## src/rtl/core/wst_pkg.sv

```systemverilog
// ----------------------------------------------------------------------------
// wst_pkg: shared types and constants for the water session timer
// Request and result layouts, configuration record, register indexes,
// event codes and register reset values.
// ----------------------------------------------------------------------------
package wst_pkg;

  localparam int unsigned StampW = 32;
  localparam int unsigned CfgIdxW = 3;

  // Register indexes on the configuration port.
  localparam logic [CfgIdxW-1:0] REG_TIMER_ENABLE   = 3'd0;
  localparam logic [CfgIdxW-1:0] REG_ALERT_ENABLE   = 3'd1;
  localparam logic [CfgIdxW-1:0] REG_MIN_TIME       = 3'd2;
  localparam logic [CfgIdxW-1:0] REG_MAX_TIME       = 3'd3;
  localparam logic [CfgIdxW-1:0] REG_PAUSE_LIMIT    = 3'd4;
  localparam logic [CfgIdxW-1:0] REG_TRIM_TIME      = 3'd5;
  localparam logic [CfgIdxW-1:0] REG_COLD_SHOT_TIME = 3'd6;

  // Event codes reported with each result.
  localparam logic [1:0] EV_NONE     = 2'd0;
  localparam logic [1:0] EV_STARTED  = 2'd1;
  localparam logic [1:0] EV_FINISHED = 2'd2;

  // Register values after reset.
  localparam logic [StampW-1:0] MIN_TIME_RST       = 32'd120000;
  localparam logic [StampW-1:0] MAX_TIME_RST       = 32'd420000;
  localparam logic [StampW-1:0] PAUSE_LIMIT_RST    = 32'd15000;
  localparam logic [StampW-1:0] TRIM_TIME_RST      = 32'd5000;
  localparam logic [StampW-1:0] COLD_SHOT_TIME_RST = 32'd10000;

  typedef struct packed {
    logic [StampW-1:0] now_ms;
    logic              water_active;
  } wst_in_t;

  typedef struct packed {
    logic              session_active;
    logic              cold_shot_on;
    logic [1:0]        event_code;
    logic [StampW-1:0] duration_ms;
  } wst_out_t;

  typedef struct packed {
    logic              timer_enable;
    logic              alert_enable;
    logic [StampW-1:0] min_time;
    logic [StampW-1:0] max_time;
    logic [StampW-1:0] pause_limit;
    logic [StampW-1:0] trim_time;
    logic [StampW-1:0] cold_shot_time;
  } wst_cfg_t;

endpackage

```

## src/rtl/core/wst_cfg.sv

```systemverilog
// ----------------------------------------------------------------------------
// wst_cfg: configuration registers
// Holds the seven timing and enable registers written through the plain
// write port. Writes to an index beyond the list are dropped.
// ----------------------------------------------------------------------------
module wst_cfg (
  input  logic                       clk,
  input  logic                       rst,
  input  logic                       cfg_write,
  input  logic [wst_pkg::CfgIdxW-1:0] cfg_index,
  input  logic [wst_pkg::StampW-1:0]  cfg_data,
  output wst_pkg::wst_cfg_t          cfg
);

  always_ff @(posedge clk) begin
    if (rst) begin
      cfg.timer_enable   <= 1'b0;
      cfg.alert_enable   <= 1'b0;
      cfg.min_time       <= wst_pkg::MIN_TIME_RST;
      cfg.max_time       <= wst_pkg::MAX_TIME_RST;
      cfg.pause_limit    <= wst_pkg::PAUSE_LIMIT_RST;
      cfg.trim_time      <= wst_pkg::TRIM_TIME_RST;
      cfg.cold_shot_time <= wst_pkg::COLD_SHOT_TIME_RST;
    end else if (cfg_write) begin
      case (cfg_index)
        wst_pkg::REG_TIMER_ENABLE:   cfg.timer_enable   <= cfg_data[0];
        wst_pkg::REG_ALERT_ENABLE:   cfg.alert_enable   <= cfg_data[0];
        wst_pkg::REG_MIN_TIME:       cfg.min_time       <= cfg_data;
        wst_pkg::REG_MAX_TIME:       cfg.max_time       <= cfg_data;
        wst_pkg::REG_PAUSE_LIMIT:    cfg.pause_limit    <= cfg_data;
        wst_pkg::REG_TRIM_TIME:      cfg.trim_time      <= cfg_data;
        wst_pkg::REG_COLD_SHOT_TIME: cfg.cold_shot_time <= cfg_data;
        default: ;
      endcase
    end
  end

endmodule

```

## src/rtl/core/wst_core.sv

```systemverilog
// ----------------------------------------------------------------------------
// wst_core: session state and per-tick update
// Keeps the session stamps and flags and computes, in one pass of short
// logic, the next state and the result for the tick held in the input stage.
// ----------------------------------------------------------------------------
module wst_core (
  input  logic              clk,
  input  logic              rst,
  input  wst_pkg::wst_cfg_t cfg,
  input  logic              step,
  input  wst_pkg::wst_in_t  tick,
  output wst_pkg::wst_out_t res
);

  logic [wst_pkg::StampW-1:0] start_stamp, start_stamp_next;
  logic [wst_pkg::StampW-1:0] pause_stamp, pause_stamp_next;
  logic [wst_pkg::StampW-1:0] cold_start_stamp, cold_start_stamp_next;
  logic                       session_flag, session_flag_next;
  logic                       cold_flag, cold_flag_next;

  logic [wst_pkg::StampW-1:0] cold_age;
  logic [wst_pkg::StampW-1:0] elapsed;
  logic [wst_pkg::StampW-1:0] pause_base;
  logic [wst_pkg::StampW-1:0] pause_age;
  logic [wst_pkg::StampW-1:0] run_len;
  logic [wst_pkg::StampW-1:0] trimmed;
  logic                       cold_live;

  assign cold_age = tick.now_ms - cold_start_stamp;
  assign elapsed  = tick.now_ms - start_stamp;
  // The pause stamp as it stands after this tick may latch it.
  assign pause_base = (start_stamp != '0 && pause_stamp == '0) ? tick.now_ms : pause_stamp;
  assign pause_age  = tick.now_ms - pause_base;
  assign run_len    = pause_base - start_stamp;
  assign trimmed    = run_len - cfg.trim_time;
  assign cold_live  = cold_flag && !(cold_age > cfg.cold_shot_time);

  always_comb begin
    start_stamp_next      = start_stamp;
    pause_stamp_next      = pause_stamp;
    cold_start_stamp_next = cold_start_stamp;
    session_flag_next     = session_flag;
    cold_flag_next        = cold_flag;
    res.event_code        = wst_pkg::EV_NONE;
    res.duration_ms       = '0;

    if (cfg.timer_enable) begin
      cold_flag_next = cold_live;
      if (!cold_live) begin
        if (tick.water_active) begin
          if (start_stamp == '0) begin
            start_stamp_next  = tick.now_ms;
            pause_stamp_next  = '0;
            session_flag_next = 1'b0;
          end else if (!session_flag && elapsed > cfg.min_time) begin
            session_flag_next = 1'b1;
            res.event_code    = wst_pkg::EV_STARTED;
          end else if (elapsed > cfg.max_time && cfg.alert_enable) begin
            cold_flag_next        = 1'b1;
            cold_start_stamp_next = tick.now_ms;
          end
        end else begin
          pause_stamp_next = pause_base;
          if (pause_base != '0 && pause_age > cfg.pause_limit) begin
            if (run_len > cfg.trim_time && trimmed > cfg.min_time) begin
              res.event_code  = wst_pkg::EV_FINISHED;
              res.duration_ms = trimmed;
            end
            start_stamp_next  = '0;
            pause_stamp_next  = '0;
            session_flag_next = 1'b0;
            cold_flag_next    = 1'b0;
          end
        end
      end
    end

    res.session_active = session_flag_next;
    res.cold_shot_on   = cold_flag_next;
  end

  always_ff @(posedge clk) begin
    if (rst) begin
      start_stamp      <= '0;
      pause_stamp      <= '0;
      cold_start_stamp <= '0;
      session_flag     <= 1'b0;
      cold_flag        <= 1'b0;
    end else if (step) begin
      start_stamp      <= start_stamp_next;
      pause_stamp      <= pause_stamp_next;
      cold_start_stamp <= cold_start_stamp_next;
      session_flag     <= session_flag_next;
      cold_flag        <= cold_flag_next;
    end
  end

  // A finished session always reports a length above the minimum.
  a_finish_len: assert property (@(posedge clk) disable iff (rst)
    (step && res.event_code == wst_pkg::EV_FINISHED) |-> res.duration_ms > cfg.min_time)
    else $error("finished session reported with a short duration");

  // A start event leaves the session marked active.
  a_start_active: assert property (@(posedge clk) disable iff (rst)
    (step && res.event_code == wst_pkg::EV_STARTED) |=> session_flag)
    else $error("session start event without active session");

  // With tracking off, a tick leaves the session state untouched.
  a_frozen: assert property (@(posedge clk) disable iff (rst)
    (step && !cfg.timer_enable) |=>
      ($stable(start_stamp) && $stable(pause_stamp) && $stable(cold_flag)))
    else $error("session state changed while tracking disabled");

  // A closed session leaves no pause pending.
  a_idle_no_pause: assert property (@(posedge clk) disable iff (rst)
    (start_stamp == '0 && $past(start_stamp) != '0) |-> pause_stamp == '0)
    else $error("pause stamp left behind after session closed");

endmodule

```

## src/rtl/core/water_session_timer.sv

```systemverilog
// ----------------------------------------------------------------------------
// water_session_timer: hot-water session tracker
// Follows a stream of millisecond ticks with a flow flag, recognizes
// sessions, raises and clears the cold shot alert and reports finished
// sessions with their trimmed length.
// ----------------------------------------------------------------------------
//
//  Channel   Handshake              Payload     Per request
//  --------  ---------------------  ----------  -----------------------------
//  in        in_valid / in_ready    in_data     one tick: timestamp and flow
//  out       out_valid / out_ready  out_data    one result for every tick
//  cfg       cfg_write              cfg_index,  one register write, no wait
//                                   cfg_data
//
// Each request is held in the input stage and then moves to the result
// register; one request can be taken every cycle while the output is not
// stalled. The only cost per request is a few 32-bit subtractions and
// compares against the session stamps between those two registers.
// Reset clears the session state, the stage valid flags and the registers to
// their documented values. A stalled output holds its result; the input stage
// still takes one more request, and further requests wait on in_ready.
//
module water_session_timer (
  input  logic                        clk,
  input  logic                        rst,
  input  logic                        in_valid,
  output logic                        in_ready,
  input  wst_pkg::wst_in_t            in_data,
  output logic                        out_valid,
  input  logic                        out_ready,
  output wst_pkg::wst_out_t           out_data,
  input  logic                        cfg_write,
  input  logic [wst_pkg::CfgIdxW-1:0] cfg_index,
  input  logic [wst_pkg::StampW-1:0]  cfg_data
);

  wst_pkg::wst_cfg_t cfg;
  wst_pkg::wst_in_t  tick;
  wst_pkg::wst_out_t res;
  logic              tick_valid;
  logic              advance;

  // The held request moves on whenever the result register is empty or is
  // being emptied in this cycle. The session state updates at that same edge,
  // so requests are processed strictly in arrival order.
  assign advance  = tick_valid && (!out_valid || out_ready);
  assign in_ready = !tick_valid || advance;

  wst_cfg u_cfg (
    .clk       (clk),
    .rst       (rst),
    .cfg_write (cfg_write),
    .cfg_index (cfg_index),
    .cfg_data  (cfg_data),
    .cfg       (cfg)
  );

  wst_core u_core (
    .clk  (clk),
    .rst  (rst),
    .cfg  (cfg),
    .step (advance),
    .tick (tick),
    .res  (res)
  );

  // Input stage: the valid flag is control, the payload needs no reset.
  always_ff @(posedge clk) begin
    if (rst) begin
      tick_valid <= 1'b0;
    end else if (in_ready) begin
      tick_valid <= in_valid;
    end
  end

  always_ff @(posedge clk) begin
    if (in_valid && in_ready) begin
      tick <= in_data;
    end
  end

  // Result register.
  always_ff @(posedge clk) begin
    if (rst) begin
      out_valid <= 1'b0;
    end else if (advance) begin
      out_valid <= 1'b1;
    end else if (out_ready) begin
      out_valid <= 1'b0;
    end
  end

  always_ff @(posedge clk) begin
    if (advance) begin
      out_data <= res;
    end
  end

endmodule

```

## config.mk

```make
export PLATFORM = sky130hd
export DESIGN_NAME = water_session_timer
export DESIGN_NICKNAME = d
export VERILOG_FILES = /design/src/rtl/core/wst_pkg.sv /design/src/rtl/core/wst_cfg.sv /design/src/rtl/core/wst_core.sv /design/src/rtl/core/water_session_timer.sv
export SDC_FILE = /design/constraint.sdc
export NUM_CORES = 1
export LEC_CHECK = 0
export BUFFER_PORTS_ARGS = -buffer_cell sky130_fd_sc_hd__clkbuf_2
export CAP_MARGIN = 10
export CORE_MARGIN = 1.5
export CORE_UTILIZATION = 59
export CTS_CLUSTER_SIZE = 12
export DETAILED_ROUTE_END_ITERATION = 16
export PLACE_DENSITY = 0.88
export SLEW_MARGIN = 10
export SYNTH_ARGS = -nofsm -noshare
export SYNTH_HDL_FRONTEND = slang
export SYNTH_HIERARCHICAL = 1
export SYNTH_SLANG_ARGS = --single-unit
export TNS_END_PERCENT = 100
```

## constraint.sdc

```tcl
create_clock -name clk -period 9.2 [get_ports clk]
set_clock_uncertainty 0.2 [all_clocks]
set_input_delay 0.46 -clock clk [delete_from_list [all_inputs] [get_ports clk]]
set_output_delay 0.46 -clock clk [all_outputs]
set_load 0.01 [all_outputs]
```

==> results_dict.tcl, run 1 <==
set metrics [dict create \
    p_per_area_mw_per_mm2 190 \
    regArea_mm2 0.00732 \
    cpLargestDelayFamily "compound AO/OA/AOI/OAI gates" \
    yosysSeqAreaShare_pct 29.9 \
    slew_headroom_pct 17.1 \
    placed_area_mm2 0.0254 \
    worstSkewPairLatency_ps 580 \
    slowest_delay_ps 370 \
    end_kind "flip-flop" \
    fin_nets 3277 \
    setup-violations-final 0 \
    slew_violations 0 \
    cp_max_fo 25 \
    coreArea_mm2 0.0408 \
    ff2ff_setup_slack_ps 460 \
    root_buffer "clkbuf_16" \
    avgRoutedWirePerCell_um 20.3 \
    worstSetupPathType "reg2reg" \
    dp_slack_ps 278 \
    r2r-start "u_core/pause_stamp[10]$_SDFFE_PP0P_" \
    p_leak_nw 12.1 \
    cts.clk_slew.worst_paths_ps 60 \
    finalWeightedCongestion 0.971 \
    reg2reg_to "out_data[30]$_DFFE_PP_" \
    hp-class "in2reg" \
    clockBufferDepth 3 \
    ir_drop_uv 177 \
    startpoint "u_core/pause_stamp[10]$_SDFFE_PP0P_" \
    h-tree-depth 2 \
    netlist_area_mm2 0.0245 \
    crit_slowest_cell "nor4_2" \
    grt_usage_pct 31.7 \
    met2_usage_pct 50.9 \
    wl_mm 69.8 \
    drive_above_1_share_pct 8.75 \
    port_buffers 110 \
    yosys.area.top_type "dfxtp_1" \
    whs_ps 34.6 \
    cts_tree "yes" \
    maxCapViolations 0 \
    syn2layout_area_growth_pct 11.6 \
    synth_ff_type "dfxtp_1" \
    multi_input_area_mm2 0.0157 \
    cts_sinks 331 \
    std_cell_rows 74 \
    antenna_found_initial 0 \
    crit_end "out_data[30]$_DFFE_PP_" \
    avgViaCountPerCell 6.11 \
    synth_seq_cells 331 \
    syn_nets 3134 \
    use_met3_pct 5.31 \
    grt.busiest_layer "met2" \
    use_met1_pct 41.8 \
    cp_num_cells 39 \
    async_flop_share_pct 0 \
    grt_pass1_wl_mm 105 \
    synth_edf_count 69 \
    n_antenna_cell 0 \
    route.detailed.drc 0 \
    dieArea_mm2 0.0427 \
    arrival_ps 8960 \
    drtPass1Iterations 6 \
    hold_violations 0 \
    vias 21041 \
    status "completed" \
    gr-total-overflow 0 \
    cp_num_buf_inv 4 \
    tightest_slew_ps 1240 \
    layout_min_cycle_time_ps 8740 \
    yosys_warnings 6 \
    fill_cells 3258 \
    chipWidth_um 207 \
    grt_pass1_vias 20072 \
    worstRegToRegCells 39 \
    layout_common_cells "ha_1, inv_1, dfxtp_1" \
    netlist.area_leader.share_pct 21.5 \
    fin_crit_sh_pct 95.0 \
    synth_cell_types 91 \
    syn_avg_cell_area_um2 8.92 \
    io_pins 111 \
    die-height_um 207 \
    max_freq_ghz 0.114 \
    synthCells 2740 \
    worstPathRequired_ps 9420 \
    ant_nets 0 \
    final_common_cell "ha_1" \
    start_kind "flip-flop" \
    setup_ws_ps 463 \
    dp_hpwl_mm 53.8 \
    grt_max_degree 103 \
    postLayoutCellArea_mm2 0.0273 \
    drt_iter0_drc 1724 \
    numCtsBuffers 39 \
    initial_core_util_pct 59.9 \
    synthTopCellsByArea "dfxtp_1, ha_1, edfxtp_1" \
]
[cell type report]
class	instances	share of cell area (%)
timing repair buffer	180	4.44
multi-input combinational	2039	57.6
clock buffer	59	4.38
sequential	331	26.8
tap	532	2.44
clock inverter	12	0.284
inverter	292	4.02
[synth_stat cells (all sizes together) (32+ instances only)]
cell,instances
nor2,205
nand4,45
a22o,66
xor2,43
o21ai,96
clkbuf,37
nor3,43
and2,40
nand2b,183
dfxtp,262
a21o,112
mux2i,195
xnor2,92
nand2,93
o21a,34
nor4,32
buf,42
ha,316
edfxtp,69
a21oi,170
nand3,35
inv,292
[sequential cells by signal, indices dropped and copies added (netlist names)]
register                 cells
u_core/session_flag          1
u_core/cold_flag             1
tick                        33
u_cfg/cfg                  162
u_core/pause_stamp          32
out_valid                    1
out_data                    36
u_core/start_stamp          32
tick_valid                   1
u_core/cold_start_stamp     32
[logic make-up (layout without fill, tap and decap cells)]
logic type	after synthesis	count (layout)	synth area share [%]
flops	331	331	29.9
fa+ha+maj	321	321	16.6
buf+inv	371	543	6.25
xor+xnor	135	135	4.84
simple gates	756	757	16.6
compound gates	631	631	17.9
mux	195	195	7.98
[worst min-delay path, delay by kind of cell]
kind | cells | cell delay (ps)
multiplexers | 1 | 130
AND/OR/NAND/NOR | 1 | 80
buffers and inverters | 1 | 90
[timing repair]
action	CTS	global route
setup endpoints to repair	0	33
buffers inserted	0	4
hold buffers	46	0
hold endpoints to repair	49	0
resized for setup	0	24
[report_power, final]
group | switching (W) | internal [W]
clock | 0.000637 | 0.000901
sequential | 0.0000390 | 0.00151
combinational | 0.00122 | 0.000883
total | 0.00189 | 0.00330
[worst min path at each step]
stage / cells past startpoint / to / startpoint
floorplan: 2 / u_cfg/cfg[160]$_SDFFE_PP0P_ / u_cfg/cfg[160]$_SDFFE_PP0P_
global route: 3 / u_cfg/cfg[113]$_SDFFE_PP1P_ / cfg_data[17]
finish: 3 / u_cfg/cfg[67]$_SDFFE_PP1P_ / cfg_data[3]
CTS: 3 / u_cfg/cfg[67]$_SDFFE_PP1P_ / cfg_data[3]
global placement: 2 / u_cfg/cfg[159]$_SDFFE_PP0P_ / u_cfg/cfg[159]$_SDFFE_PP0P_
detailed placement: 2 / u_cfg/cfg[129]$_SDFFE_PP0P_ / u_cfg/cfg[129]$_SDFFE_PP0P_
[per-stage QoR]
stage | instances | setup TNS [ps] | power (W) | utilization, %
detailed placement | 3321 | 0 | 0.00356 | 62.2
finish | 3445 | 0 | 0.00519 | 66.8
global route | 3445 | -1340 | 0.00547 | 66.8
CTS | 3438 | 0 | 0.00512 | 66.5
floorplan | 2740 | 0 | 0.00307 | -
global placement | 3321 | 0 | 0.00349 | 62.2
[metal layers]
| layer | vias to the layer above | wire length, µm |
|---|---|---|
| met5 | - | 0 |
| met4 | 0 | 3370 |
| met3 | 190 | 5200 |
| met2 | 871 | 31000 |
| met1 | 9950 | 30200 |
| li1 | 10030 | - |
Power figures use the tool's default switching activity.
==> inputs of run 2 (changes only) <==
--- a/config.mk
+++ b/config.mk
@@ -5,13 +5,13 @@
 export SDC_FILE = /design/constraint.sdc
 export NUM_CORES = 1
 export LEC_CHECK = 0
-export BUFFER_PORTS_ARGS = -buffer_cell sky130_fd_sc_hd__clkbuf_2
+export BUFFER_PORTS_ARGS = -buffer_cell sky130_fd_sc_hd__buf_2
 export CAP_MARGIN = 10
 export CORE_MARGIN = 1.5
-export CORE_UTILIZATION = 59
+export CORE_UTILIZATION = 36
 export CTS_CLUSTER_SIZE = 12
 export DETAILED_ROUTE_END_ITERATION = 16
-export PLACE_DENSITY = 0.88
+export PLACE_DENSITY = 0.62
 export SLEW_MARGIN = 10
 export SYNTH_ARGS = -nofsm -noshare
 export SYNTH_HDL_FRONTEND = slang
==> run 2 against run 1 <==
Effect of this change:
- global-route usage shrank 12 points
- sequential share of layout area shrank 0.64 points
- combinational power shrank 2%
- total power grew 4.9%
- sequential power is essentially flat
- critical endpoint is now out_data[8]$_DFFE_PP_
- highest routed layer unchanged
==> results_dict.tcl, run 2 (synthesized netlist as in run 1, its figures left out) <==
set metrics [dict create \
    io_pins 111 \
    startpoint "u_core/start_stamp[12]$_SDFFE_PP0P_" \
    crit_end "out_data[8]$_DFFE_PP_" \
    arrival_ps 8840 \
    route.detailed.drc 0 \
    grt_pass1_vias 19283 \
    syn2layout_area_growth_pct 14.3 \
    worstSkewPairLatency_ps 580 \
    drtPass1Iterations 5 \
    h-tree-depth 2 \
    p_leak_nw 12.2 \
    cts.clk_slew.worst_paths_ps 60 \
    use_met3_pct 2.15 \
    die-height_um 264 \
    totalPowerFinal_w 0.00545 \
    worstHoldStart "cfg_data[9]" \
    whs_ps 35.4 \
    cts_setup_buffers 0 \
    final_common_cell "ha_1" \
    dieArea_mm2 0.0695 \
    grt_usage_pct 20.0 \
    drt_iter0_drc 1473 \
    setup-violations-final 0 \
    slew_violations 0 \
    ant_nets 0 \
    cp_num_cells 38 \
    pwr-share-comb_pct 37.6 \
    p_sw_share_pct 35.3 \
    initial_core_util_pct 36.4 \
    reg.largest.list "u_cfg/cfg (162), out_data (36), tick (33)" \
    r2r-start "u_core/start_stamp[12]$_SDFFE_PP0P_" \
    p_int_w 0.00353 \
    cp_num_buf_inv 2 \
    grt_max_degree 97 \
    finalWeightedCongestion 0.941 \
    grt_pass1_wl_mm 109 \
    switchingPower_w 0.00192 \
    wl_mm 71.6 \
    post-route-util_pct 41.6 \
    crit_slowest_cell "fa_1" \
    std_cell_rows 95 \
    fin_nets 3277 \
    grt.busiest_layer "met2" \
    placed_area_mm2 0.0259 \
    pwr-share-seq_pct 28.5 \
    root_buffer "clkbuf_16" \
    start_kind "flip-flop" \
    cts_tree "yes" \
    fin_crit_sh_pct 93.5 \
    worstPathRequired_ps 9440 \
    avgRoutedWirePerCell_um 18.9 \
    end_kind "flip-flop" \
    status "completed" \
    largest_reg_flops 162 \
    antenna_found_initial 0 \
    ff2ff_setup_slack_ps 600 \
    reg2reg_to "out_data[8]$_DFFE_PP_" \
    worstRegToRegCells 38 \
    cpLargestDelayFamily "compound AO/OA/AOI/OAI gates" \
    gr-total-overflow 0 \
    drive_above_1_share_pct 9.08 \
    use_met1_pct 29.0 \
    slew_headroom_pct 27.1 \
    top_register "u_cfg/cfg" \
    coreArea_mm2 0.0672 \
    slowest_delay_ps 430 \
    met2_usage_pct 31.2 \
    layout_min_cycle_time_ps 8600 \
    clockBufferDepth 3 \
    postLayoutCellArea_mm2 0.0280 \
    layout_common_cells "ha_1, inv_1, dfxtp_1" \
    worstSetupPathType "reg2reg" \
    avgViaCountPerCell 5.30 \
    p_per_area_mw_per_mm2 195 \
    chipWidth_um 264 \
    max_freq_ghz 0.116 \
    cts_sinks 331 \
    grt_setup_unrepaired "true" \
    tightest_slew_ps 1080 \
    maxCapViolations 0 \
    numCtsBuffers 42 \
    power_frac_clock_pct 33.8 \
    hp-class "in2reg" \
    cp_max_fo 16 \
    vias 20084 \
    port_buffers 110 \
    dp_hpwl_mm 56.0 \
    hold_violations 0 \
    fin_tns_setup_ps 0 \
    ir_drop_uv 130 \
]
run 2: changes by cell type in the layout (fill, tap and decap cells not counted), sizes merged:
cell      delta
clkinvlp     +1
diode        +1
clkinv       -2
buf        +106
inv          +2
clkbuf     -110
bufinv       +7
run 2: power by group through the flow:
| stage | Sequential (W) | Combinational [W] | Clock [W] |
|---|---|---|---|
| finish | 0.00155 | 0.00205 | 0.00184 |
| global route | 0.00156 | 0.00228 | 0.00194 |
| CTS | 0.00155 | 0.00201 | 0.00188 |
| detailed placement | 0.00158 | 0.00198 | 0 |
| global placement | 0.00158 | 0.00197 | 0 |
| floorplan | 0.00157 | 0.00150 | 0 |
run 2: worst min-delay path by stage:
stage / endpoint / cells past startpoint
after detailed placement: u_cfg/cfg[139]$_SDFFE_PP0P_ / 2
after floorplan: u_cfg/cfg[160]$_SDFFE_PP0P_ / 2
after global placement: u_cfg/cfg[115]$_SDFFE_PP0P_ / 2
final: u_cfg/cfg[105]$_SDFFE_PP0P_ / 3
after global routing: u_cfg/cfg[137]$_SDFFE_PP0P_ / 3
after CTS: u_cfg/cfg[142]$_SDFFE_PP1P_ / 3
run 2: repair_timing:
| item | 4_1_cts | 5_1_grt |
|---|---|---|
| hold endpoints to repair | 48 | 0 |
| resized for setup | 0 | 16 |
| setup endpoints to repair | 0 | 33 |
| hold buffers | 46 | 0 |
run 2: per-layer routing:
metal	wire length (µm)	part of all wire, %
met1	35900	50
met2	30400	43
met3	3290	4.6
met4	1980	2.8
met5	0	0
run 2: worst register-to-register path: cells and delay by family (launching register included):
kind | cells | cell delay, ps
flip-flops | 1 | 330
XOR/XNOR | 1 | 220
AND/OR/NAND/NOR | 14 | 2770
AO/OA/AOI/OAI | 17 | 3450
buffers and inverters | 2 | 340
adder cells (fa/ha/maj) | 4 | 1140
run 2: area by class of cell:
type                       count  area [µm²]
fill                        6626       39200
multi-input combinational   2039       15700
sequential                   331        7320
clock buffer                  58        1260
timing repair buffer         177        1180
inverter                     292        1100
tap                          873        1090
clock inverter                20         292
antenna                        1        2.50
run 2: stage by stage:
step                      cells  setup WS, ps
final                      3791           598
after global placement     3664           535
after CTS                  3788           379
after floorplan            2740          1500
after global routing       3790          41.3
after detailed placement   3664           447
==> inputs of run 3 (changes only) <==
==> constraint.sdc (replaced) <==
create_clock -name clk -period 8.55 [get_ports clk]
set_clock_uncertainty 0.2 [all_clocks]
set_input_delay 0.4275 -clock clk [delete_from_list [all_inputs] [get_ports clk]]
set_output_delay 0.4275 -clock clk [all_outputs]
set_load 0.01 [all_outputs]
==> run 3 against run 2 <==
Effect of this change:
- hold slack better by 4.1 ps
- total power rose by 5.8%
- fmax increased by 6.7%
- core utilization increased by 0.23 points
- worst setup slack got worse by 110 ps
- critical endpoint is now out_data[20]$_DFFE_PP_
- combinational power is 9% higher
- highest routed layer unchanged
- non-clock buffer count up 19
==> results_dict.tcl, run 3 (synthesized netlist as in run 1, its figures left out) <==
set metrics [dict create \
    worstPathRequired_ps 8780 \
    finalNonFillerCells 3806 \
    drive_above_1_share_pct 9.79 \
    grt_pass1_wl_mm 108 \
    regArea_mm2 0.00732 \
    drt_iter0_drc 1303 \
    r2r-start "u_core/start_stamp[26]$_SDFFE_PP0P_" \
    whs_ps 39.4 \
    tightest_slew_ps 1140 \
    p_leak_nw 12.3 \
    route.detailed.drc 0 \
    numCtsBuffers 40 \
    syn2layout_area_growth_pct 14.9 \
    cp_num_buf_inv 5 \
    chipWidth_um 264 \
    totalPowerFinal_w 0.00576 \
    cp_max_fo 17 \
    crit_end "out_data[20]$_DFFE_PP_" \
    io_pins 111 \
    placed_area_mm2 0.0260 \
    reg2reg_to "out_data[20]$_DFFE_PP_" \
    grt_max_degree 128 \
    crit_slowest_cell "fa_1" \
    final_common_cell "ha_1" \
    cts.clk_slew.worst_paths_ps 60 \
    fin_nets 3293 \
    die-height_um 264 \
    place_inst 3677 \
    dieArea_mm2 0.0695 \
    cts_tree "yes" \
    wl_mm 71.0 \
    worstSetupPathType "reg2reg" \
    std_cell_rows 95 \
    hp-class "in2reg" \
    grt_usage_pct 19.9 \
    h-tree-depth 2 \
    cpLargestDelayFamily "compound AO/OA/AOI/OAI gates" \
    ant_nets 0 \
    cts_sinks 331 \
    setup-violations-final 0 \
    status "completed" \
    startpoint "u_core/start_stamp[26]$_SDFFE_PP0P_" \
    slowest_delay_ps 410 \
    fin_tns_setup_ps 0 \
    reg.largest.list "u_cfg/cfg (162), out_data (36), tick (33)" \
    finalWeightedCongestion 0.922 \
    multi_input_area_mm2 0.0158 \
    drtPass1Iterations 5 \
    max_freq_ghz 0.124 \
    worstRegToRegCells 40 \
    dp_hpwl_mm 55.3 \
    port_buffers 110 \
    top_register "u_cfg/cfg" \
    avgViaCountPerCell 5.29 \
    avgRoutedWirePerCell_um 18.7 \
    slew_violations 0 \
    ff2ff_setup_slack_ps 490 \
    coreArea_mm2 0.0672 \
    vias 20128 \
    maxCapViolations 0 \
    largest_reg_flops 162 \
    worstSkewPairLatency_ps 570 \
    cp_num_cells 40 \
    gr-total-overflow 0 \
    slew_headroom_pct 23.6 \
    start_kind "flip-flop" \
    clockBufferDepth 3 \
    fin_crit_sh_pct 94.3 \
    arrival_ps 8290 \
    layout_common_cells "ha_1, inv_1, dfxtp_1" \
    grt_pass1_vias 19140 \
    antenna_found_initial 1 \
    hold_violations 0 \
    ir_drop_uv 157 \
    end_kind "flip-flop" \
    postLayoutCellArea_mm2 0.0281 \
    root_buffer "clkbuf_16" \
    grt_setup_unrepaired "false" \
    layout_min_cycle_time_ps 8060 \
    initial_core_util_pct 36.4 \
    fill_cells 6653 \
    p_per_area_mw_per_mm2 205 \
]
[run 3: changes by cell type in the layout (fill, tap and decap cells not counted), sizes merged]
cell,change
bufinv,-4
clkbuf,+4
inv,-2
clkinvlp,-1
buf,+14
dlygate4sd3,+4
diode,+1
nor2b,-1
[run 3: repair_timing]
action,CTS,global route
endpoints found under the hold margin,60,0
hold buffers,50,0
gates resized for setup,0,29
setup endpoints to repair,0,33
setup buffers,0,2
[run 3: metrics by stage]
| stage | util, % | setup slack [ps] |
|---|---|---|
| 2_1_floorplan | - | 848 |
| 3_3_place_gp | 38.7 | 258 |
| 3_5_place_dp | 38.7 | 172 |
| 4_1_cts | 41.6 | 127 |
| 5_1_grt | 41.8 | 1.10 |
| 6_report | 41.9 | 489 |
[run 3: how the worst min path moves through the flow]
| stage | startpoint | endpoint | cells after the start |
|---|---|---|---|
| after floorplan | u_cfg/cfg[160]$_SDFFE_PP0P_ | u_cfg/cfg[160]$_SDFFE_PP0P_ | 2 |
| after global placement | u_cfg/cfg[111]$_SDFFE_PP0P_ | u_cfg/cfg[111]$_SDFFE_PP0P_ | 2 |
| after detailed placement | u_cfg/cfg[132]$_SDFFE_PP0P_ | u_cfg/cfg[132]$_SDFFE_PP0P_ | 2 |
| after CTS | cfg_data[4] | u_cfg/cfg[36]$_SDFFE_PP0P_ | 3 |
| after global routing | cfg_data[4] | u_cfg/cfg[36]$_SDFFE_PP0P_ | 3 |
| final | cfg_data[4] | u_cfg/cfg[36]$_SDFFE_PP0P_ | 3 |
[run 3: final cells by class]
| type | count | share of cell area [%] |
|---|---|---|
| Antenna cell | 2 | 0.0178 |
| Clock buffer | 61 | 4.58 |
| Sequential cell | 331 | 26.0 |
| Multi-Input combinational cell | 2038 | 56.1 |
| Tap cell | 873 | 3.89 |
| Clock inverter | 13 | 0.552 |
| Inverter | 292 | 3.90 |
| Timing Repair Buffer | 196 | 4.95 |
[run 3: power by group]
| group | internal (W) | total (W) | switching [W] | leakage [nW] |
|---|---|---|---|---|
| Combinational | 0.000951 | 0.00223 | 0.00128 | 8.81 |
| Clock | 0.00113 | 0.00186 | 0.000730 | 0.715 |
| Sequential | 0.00163 | 0.00167 | 0.0000424 | 2.80 |
[run 3: routing by layer]
| layer | track usage [%] | vias up | share of wire [%] |
|---|---|---|---|
| met5 | 0 | - | 0 |
| met4 | 6.69 | 0 | 3.2 |
| met3 | 3.11 | 102 | 5.8 |
| met2 | 30.1 | 515 | 41 |
| met1 | 28.6 | 9451 | 50 |
| li1 | - | 10060 | - |
[run 3: worst min-delay path, cell delays in order]
cell and delay (ps):
buf_2 120, nand2b_1 130, mux2i_1 80
